<file path="config.mk">
export PLATFORM = sky130hd
export DESIGN_NAME = battery_pack_monitor_core
export DESIGN_NICKNAME = d
export VERILOG_FILES = /design/src/hdl/bpm_pkg.sv /design/src/hdl/battery_pack_monitor_core.sv
export SDC_FILE = /design/constraint.sdc
export NUM_CORES = 1
export LEC_CHECK = 0
export ABC_AREA = 1
export BUFFER_PORTS_ARGS = -buffer_cell sky130_fd_sc_hd__buf_4
export CAP_MARGIN = 30
export CELL_PAD_IN_SITES_DETAIL_PLACEMENT = 1
export CELL_PAD_IN_SITES_GLOBAL_PLACEMENT = 1
export CORE_MARGIN = 2
export CORE_UTILIZATION = 35
export DETAILED_ROUTE_END_ITERATION = 7
export MAX_ROUTING_LAYER = met4
export PLACE_DENSITY_LB_ADDON = 0.15
export SLEW_MARGIN = 25
export SYNTH_ARGS = -nofsm -noshare
export SYNTH_HDL_FRONTEND = slang
export SYNTH_SLANG_ARGS = --single-unit
</file>
<file path="constraint.sdc">
create_clock -name aclk -period 9.4 [get_ports aclk]
set_clock_uncertainty 0.2 [all_clocks]
set_input_delay 1.88 -clock aclk [delete_from_list [all_inputs] [get_ports aclk]]
set_output_delay 1.88 -clock aclk [all_outputs]
set_load 0.1 [all_outputs]
</file>
<file path="src/hdl/bpm_pkg.sv">
// Shared types and constants for the battery pack monitor.
// Holds register indexes, register reset values and pack type codes.
// No dependencies.
package bpm_pkg;

    // Configuration registers are all this wide.
    localparam int unsigned REG_W     = 20;
    localparam int unsigned NUM_REGS  = 8;
    localparam int unsigned REG_IDX_W = 3;

    typedef logic [REG_W-1:0]     reg_word_t;
    typedef logic [REG_IDX_W-1:0] reg_idx_t;

    localparam reg_idx_t REG_UP_THRESHOLD   = 3'd0;
    localparam reg_idx_t REG_DOWN_THRESHOLD = 3'd1;
    localparam reg_idx_t REG_WARN_ONE_CELL  = 3'd2;
    localparam reg_idx_t REG_CRIT_ONE_CELL  = 3'd3;
    localparam reg_idx_t REG_WARN_TWO_CELL  = 3'd4;
    localparam reg_idx_t REG_CRIT_TWO_CELL  = 3'd5;
    localparam reg_idx_t REG_WARN_MARGIN    = 3'd6;
    localparam reg_idx_t REG_CRIT_MARGIN    = 3'd7;

    localparam reg_word_t RST_UP_THRESHOLD   = 20'd655360;
    localparam reg_word_t RST_DOWN_THRESHOLD = 20'd614400;
    localparam reg_word_t RST_WARN_ONE_CELL  = 20'd409600;
    localparam reg_word_t RST_CRIT_ONE_CELL  = 20'd358400;
    localparam reg_word_t RST_WARN_TWO_CELL  = 20'd819200;
    localparam reg_word_t RST_CRIT_TWO_CELL  = 20'd716800;
    localparam reg_word_t RST_WARN_MARGIN    = 20'd12800;
    localparam reg_word_t RST_CRIT_MARGIN    = 20'd12800;

    typedef enum logic [1:0] {
        PACK_UNKNOWN = 2'd0,
        PACK_ONE     = 2'd1,
        PACK_TWO     = 2'd2
    } pack_t;

endpackage

</file>
<file path="src/hdl/battery_pack_monitor_core.sv">
// Top level of the battery pack monitor: moving-average filter, pack type
// decision and low-voltage flags with hysteresis.
// Depends on bpm_pkg.

// The block accepts one ADC sample per clock cycle while the result side is
// not stalled, and offers one result beat per sample. An accepted sample is
// held in an input register; once the output register is free or being read,
// the filter update (a shift, a subtract and an add), the pack decision and
// the flag comparisons are done in one pass and the result is loaded into the
// output register while the filter state moves on. The output register can
// hold one finished result while the next sample waits in the input register.
// Configuration registers are written through cfg_wr_en, cfg_index and
// cfg_wdata and should only change while no sample is in flight.
module battery_pack_monitor_core #(
    parameter int unsigned ADC_BITS    = 12,
    parameter int unsigned FRAC_BITS   = 8,
    parameter int unsigned ALPHA_SHIFT = 3
) (
    input  logic                              aclk,
    input  logic                              aresetn,

    input  logic                              cfg_wr_en,
    input  bpm_pkg::reg_idx_t                 cfg_index,
    input  bpm_pkg::reg_word_t                cfg_wdata,

    input  logic                              s_valid,
    output logic                              s_ready,
    input  logic [ADC_BITS-1:0]               s_sample,

    output logic                              m_valid,
    input  logic                              m_ready,
    output logic [ADC_BITS-1:0]               m_raw_level,
    output logic [ADC_BITS+FRAC_BITS-1:0]     m_level,
    output logic [1:0]                        m_pack,
    output logic                              m_warn,
    output logic                              m_crit
);

    import bpm_pkg::*;

    localparam int unsigned LVL_W = ADC_BITS + FRAC_BITS;
    localparam int unsigned SUM_W = LVL_W + ALPHA_SHIFT + 1;
    localparam int unsigned CMP_W = ((LVL_W > REG_W) ? LVL_W : REG_W) + 1;

    // Configuration registers.
    reg_word_t up_thr_reg, down_thr_reg;
    reg_word_t warn_one_reg, crit_one_reg, warn_two_reg, crit_two_reg;
    reg_word_t warn_margin_reg, crit_margin_reg;

    always_ff @(posedge aclk) begin
        if (!aresetn) begin
            up_thr_reg      <= RST_UP_THRESHOLD;
            down_thr_reg    <= RST_DOWN_THRESHOLD;
            warn_one_reg    <= RST_WARN_ONE_CELL;
            crit_one_reg    <= RST_CRIT_ONE_CELL;
            warn_two_reg    <= RST_WARN_TWO_CELL;
            crit_two_reg    <= RST_CRIT_TWO_CELL;
            warn_margin_reg <= RST_WARN_MARGIN;
            crit_margin_reg <= RST_CRIT_MARGIN;
        end else if (cfg_wr_en) begin
            unique case (cfg_index)
                REG_UP_THRESHOLD:   up_thr_reg      <= cfg_wdata;
                REG_DOWN_THRESHOLD: down_thr_reg    <= cfg_wdata;
                REG_WARN_ONE_CELL:  warn_one_reg    <= cfg_wdata;
                REG_CRIT_ONE_CELL:  crit_one_reg    <= cfg_wdata;
                REG_WARN_TWO_CELL:  warn_two_reg    <= cfg_wdata;
                REG_CRIT_TWO_CELL:  crit_two_reg    <= cfg_wdata;
                REG_WARN_MARGIN:    warn_margin_reg <= cfg_wdata;
                REG_CRIT_MARGIN:    crit_margin_reg <= cfg_wdata;
                default: ;
            endcase
        end
    end

    // Pipeline control.
    logic                in_valid_reg;
    logic [ADC_BITS-1:0] in_sample_reg;
    logic                out_valid_reg;
    logic                advance;

    assign advance = in_valid_reg && (!out_valid_reg || m_ready);
    assign s_ready = !in_valid_reg || advance;

    always_ff @(posedge aclk) begin
        if (!aresetn) begin
            in_valid_reg <= 1'b0;
        end else if (s_ready) begin
            in_valid_reg <= s_valid;
        end
    end

    always_ff @(posedge aclk) begin
        if (s_ready && s_valid) begin
            in_sample_reg <= s_sample;
        end
    end

    // Filter and decision state.
    logic [LVL_W-1:0] avg_reg, avg_next;
    pack_t            pack_reg, pack_next;
    logic             warn_reg, warn_next;
    logic             crit_reg, crit_next;

    logic [LVL_W-1:0] x_wide;
    logic [SUM_W-1:0] blend;
    logic [CMP_W-1:0] lvl_cmp;
    reg_word_t        warn_thr, crit_thr;
    logic [CMP_W-1:0] warn_lim, crit_lim;

    always_comb begin
        x_wide = LVL_W'(in_sample_reg) << FRAC_BITS;
        // average * (2^A - 1) + x, formed as a shift and subtract.
        blend  = (SUM_W'(avg_reg) << ALPHA_SHIFT) - SUM_W'(avg_reg) + SUM_W'(x_wide);

        if (avg_reg == '0) begin
            avg_next = x_wide;
        end else begin
            avg_next = LVL_W'(blend >> ALPHA_SHIFT);
        end

        lvl_cmp = CMP_W'(avg_next);

        priority if (avg_next == '0) begin
            pack_next = PACK_UNKNOWN;
        end else if (pack_reg == PACK_TWO) begin
            pack_next = (lvl_cmp <= CMP_W'(down_thr_reg)) ? PACK_ONE : PACK_TWO;
        end else begin
            pack_next = (lvl_cmp >= CMP_W'(up_thr_reg)) ? PACK_TWO : PACK_ONE;
        end

        if (pack_next == PACK_TWO) begin
            warn_thr = warn_two_reg;
            crit_thr = crit_two_reg;
        end else begin
            warn_thr = warn_one_reg;
            crit_thr = crit_one_reg;
        end

        // While a flag is set its release level is raised by the margin.
        warn_lim = CMP_W'(warn_thr) + (warn_reg ? CMP_W'(warn_margin_reg) : CMP_W'(0));
        crit_lim = CMP_W'(crit_thr) + (crit_reg ? CMP_W'(crit_margin_reg) : CMP_W'(0));

        if (pack_next == PACK_UNKNOWN) begin
            warn_next = 1'b1;
            crit_next = 1'b1;
        end else begin
            warn_next = lvl_cmp < warn_lim;
            crit_next = lvl_cmp < crit_lim;
        end
    end

    always_ff @(posedge aclk) begin
        if (!aresetn) begin
            avg_reg  <= '0;
            pack_reg <= PACK_UNKNOWN;
            warn_reg <= 1'b0;
            crit_reg <= 1'b0;
        end else if (advance) begin
            avg_reg  <= avg_next;
            pack_reg <= pack_next;
            warn_reg <= warn_next;
            crit_reg <= crit_next;
        end
    end

    // Output register.
    logic [ADC_BITS-1:0] raw_out_reg;

    always_ff @(posedge aclk) begin
        if (!aresetn) begin
            out_valid_reg <= 1'b0;
        end else if (advance) begin
            out_valid_reg <= 1'b1;
        end else if (m_ready) begin
            out_valid_reg <= 1'b0;
        end
    end

    always_ff @(posedge aclk) begin
        if (advance) begin
            raw_out_reg <= in_sample_reg;
        end
    end

    // The filter state always equals the last result, so it doubles as the
    // result payload.
    assign m_valid     = out_valid_reg;
    assign m_raw_level = raw_out_reg;
    assign m_level     = avg_reg;
    assign m_pack      = pack_reg;
    assign m_warn      = warn_reg;
    assign m_crit      = crit_reg;

    // A result shows an unknown pack exactly when its level is zero.
    a_unknown_iff_zero: assert property (@(posedge aclk) disable iff (!aresetn)
        m_valid |-> ((m_level == '0) == (m_pack == PACK_UNKNOWN)))
        else $error("pack type and zero level disagree");

    // An unknown pack forces both low flags on.
    a_unknown_flags: assert property (@(posedge aclk) disable iff (!aresetn)
        (m_valid && (m_pack == PACK_UNKNOWN)) |-> (m_warn && m_crit))
        else $error("unknown pack without both flags set");

    // A critical flag that is set while the warning is clear needs a critical
    // limit above the warning one, so check the simpler invariant: the
    // filter state only moves when a sample leaves the input register.
    a_state_moves_on_advance: assert property (@(posedge aclk) disable iff (!aresetn)
        !advance |=> $stable(avg_reg) && $stable(pack_reg))
        else $error("filter state changed without a sample");

    // An input beat held back means the result side is full and stalled.
    a_stall_cause: assert property (@(posedge aclk) disable iff (!aresetn)
        (in_valid_reg && !advance) |-> (out_valid_reg && !m_ready))
        else $error("input stage stalled without a result stall");

endmodule
</file>
==> key figures <==
Final layout
  – Layout area overhead: 13.6%
  – Antenna Cells: 0
  – Layout cells sized above 1: 8.55%
  – Most common cell after layout, fill and taps aside: nand2_1
  – Most frequent cells in the layout: nand2_1 (449), nor2_1 (278), inv_1 (237)
  – Final-stage net count: 2259

Global routing
  – GRT overflow: 0
  – Tot GR Track Use: 24.7%
  – Initial antenna violation count: 0
  – Number of global-route vias before repair: 13700
  – Pin count of the biggest net entering global routing: 70
  – First-pass GRT wire length: 77200 um

Drt
  – Antenna viol nets, final: 0
  – WL final: 49000 um
  – Vias: 13200
  – Drt wl/cell: 18.9 um
  – 1st-iter DRT viols: 540
  – Remaining DRCs: 0
  – First-pass DRT Iterations: 5
  – Via-per-instance ratio: 5.06

Clock network
  – Clk_lat worst skew: 0.56 ns
  – Clk slew on worst S/H paths: 0.06 ns
  – Htree depth: 1
  – Total CTS buffers: 27
  – Clock sink count: 210
  – Hold_buf cts: 0
  – PostCTS Resize Cnt: 0
  – Root Driver: clkbuf_16
  – Bufs on Longest Clock Path: 3
  – Number of post-CTS setup repair buffers: 0
  – CTS tree: done

Die
  – Core area: 0.0388 mm^2
  – Die area: 0.0412 mm^2
  – Io pins: 78
  – Die Ht: 203 um
  – Initial core utilization: 35.7%
  – Die width: 203 um
  – FP Rows: 72

Timing
  – Worst setup margin: 0.967 ns
  – Fin Setup TNS: 0 ns
  – Final Critical Period: 8.43 ns
  – Final Setup Violations: 0
  – Final Max Tran Viols: 0
  – Worst-Margin Slew: 0.931 ns
  – RSZ-0062 raised after global routing: no
  – Slew HR: 37.7%
  – Hold Violations, Final: 0
  – FMAX: 0.119 GHz
  – Fin crit share: 89.7%

Logic synthesis
  – Seq/Total Area, Yosys: 32.1%
  – Count of cell types in the netlist: 47
  – Synth Instances: 2027
  – Most used DFF post-synth: dfxtp_1
  – Post-synth EDFFs: 24
  – Post-Syn Nets: 2223
  – Synthesized area: 0.0138 mm^2
  – Ys async rst share: 0%
  – Total of warnings raised by yosys: 0
  – Mean Syn Cell Area: 6.83 um^2
  – Synthesized flop and latch total: 210

Power and ir drop
  – Worst vdd ir: 139 uV
  – Power Dens Cells: 261 mW/mm^2
  – P_leak: 7.94 nW

Setup path
  – Critical path class: reg2reg
  – Crit start category: flop
  – Critical-path top delay cell: fa_1
  – Worst stage delay on the critical path: 0.54 ns
  – Flop-to-flop setup slack: 0.97 ns
  – Peak fanout along the critical path: 33
  – R2R cell count: 48
  – Arrival time worst endpoint: 8.72 ns
  – RR Endpoint: m_crit$_SDFFE_PN0P_
  – WP data required: 9.69 ns
  – Worst reg2reg startpoint: m_level[9]$_SDFFE_PN0P_
  – Setup crit start: m_level[9]$_SDFFE_PN0P_
  – CP dominant cell by count: nand2_1
  – Setup crit end: m_crit$_SDFFE_PN0P_
  – Crit end category: flop

Place
  – HPWL Detailed: 37000 um
  – I/O Buffers: 77
  – RePlAce Congestion: 0.903
  – Pre-CTS setup slack: 0.987 ns

Hold path
  – Hold depth: 0
  – Hold Path Class: reg2reg

Flow run
  – Max-cap check violation count: 0

Outcome
  – Status: complete, no violations
[report_power, final]
part | switching (mW) | total [mW] | leakage (nW) | internal (mW)
Sequential | 0.0315 | 0.982 | 1.75 | 0.950
Clock | 0.424 | 1.01 | 0.416 | 0.588
Combinational | 1.43 | 2.11 | 5.78 | 0.686
Total | 1.88 | 4.11 | 7.94 | 2.22
[synth_stat cells (all sizes together) (2+ instances only)]
cell    number  share of area, %
a211oi       8              0.43
a21boi       3              0.16
a21o         4              0.22
a21oi      139               5.1
a31oi        4              0.18
buf         15              0.72
clkbuf      76               2.1
clkinv       3             0.081
dfxtp      186                27
edfxtp      24               5.2
fa          14               2.0
ha         142                13
inv        262               7.1
nand2      453                12
nand3      119               4.4
nand3b      10              0.54
nand4       22              0.99
nor2       282               7.7
nor3        15              0.61
nor4         2             0.090
o211ai       7              0.38
o21ai      181               6.5
o21bai       8              0.43
or2          4              0.18
xnor2       21               1.3
xor2        16               1.0
[critical path: cells and delay by family, from the launching register on]
family / cells / cell delay, ns
AOI/OAI and AO/OA: 9 / 1.53
xor gates and xnor gates: 1 / 0.23
adders and majority gates: 5 / 1.81
buffers and inverters: 6 / 0.87
DFF: 1 / 0.42
and+or+nand+nor: 27 / 3.25
[stage by stage]
step	util, %	power, mW	std cells	instance area [um^2]	hold slack, ns
finish	40.5	4.11	2601	15700	0.249
global placement	38.2	3.06	2549	14800	0.233
detailed placement	38.3	3.12	2551	14900	0.238
global route	40.5	4.47	2601	15700	0.263
CTS	40.5	4.15	2600	15700	0.252
floorplan	-	2.49	2027	13800	0.226
[routing by layer]
metal  vias up  track usage, %  part of all wire (%)
li1       6600               -                     -
met1      6327            31.0                    46
met5         -               -                     0
met2       167            42.7                    49
met3        72            1.89                   2.4
met4         0            6.78                   2.5
[worst min path at each step]
stage                                            from                        end  slack [ns]
after floorplan           in_sample_reg[10]$_DFFE_PP_  m_raw_level[10]$_DFFE_PP_        0.23
after global placement     in_sample_reg[1]$_DFFE_PP_   m_raw_level[1]$_DFFE_PP_        0.23
after detailed placement  in_sample_reg[11]$_DFFE_PP_  m_raw_level[11]$_DFFE_PP_        0.24
after CTS                 in_sample_reg[11]$_DFFE_PP_  m_raw_level[11]$_DFFE_PP_        0.25
after global routing       in_sample_reg[2]$_DFFE_PP_   m_raw_level[2]$_DFFE_PP_        0.26
final                      in_sample_reg[2]$_DFFE_PP_   m_raw_level[2]$_DFFE_PP_        0.25
[final cells by class]
type | instances | area (um^2)
multi-input combinational | 1461 | 8030
inverter | 265 | 995
fill | 4958 | 23100
clock inverter | 10 | 83.8
sequential | 210 | 4440
tap | 518 | 648
timing repair buffer | 98 | 776
clock buffer | 39 | 762
[cell families (layout without fill, tap and decap cells)]
kind of cell               count (synthesis)  count (layout)  share of synthesized area, %
xor gates and xnor gates                  37              37                          2.34
buffers and inverters                    356             412                          9.98
adders and majority gates                156             156                          14.9
and+or+nand+nor                          910             910                          27.1
AOI/OAI and AO/OA                        358             358                          13.6
DFF                                      210             210                          32.1
Note: power is estimated with default switching activity, not from simulation.
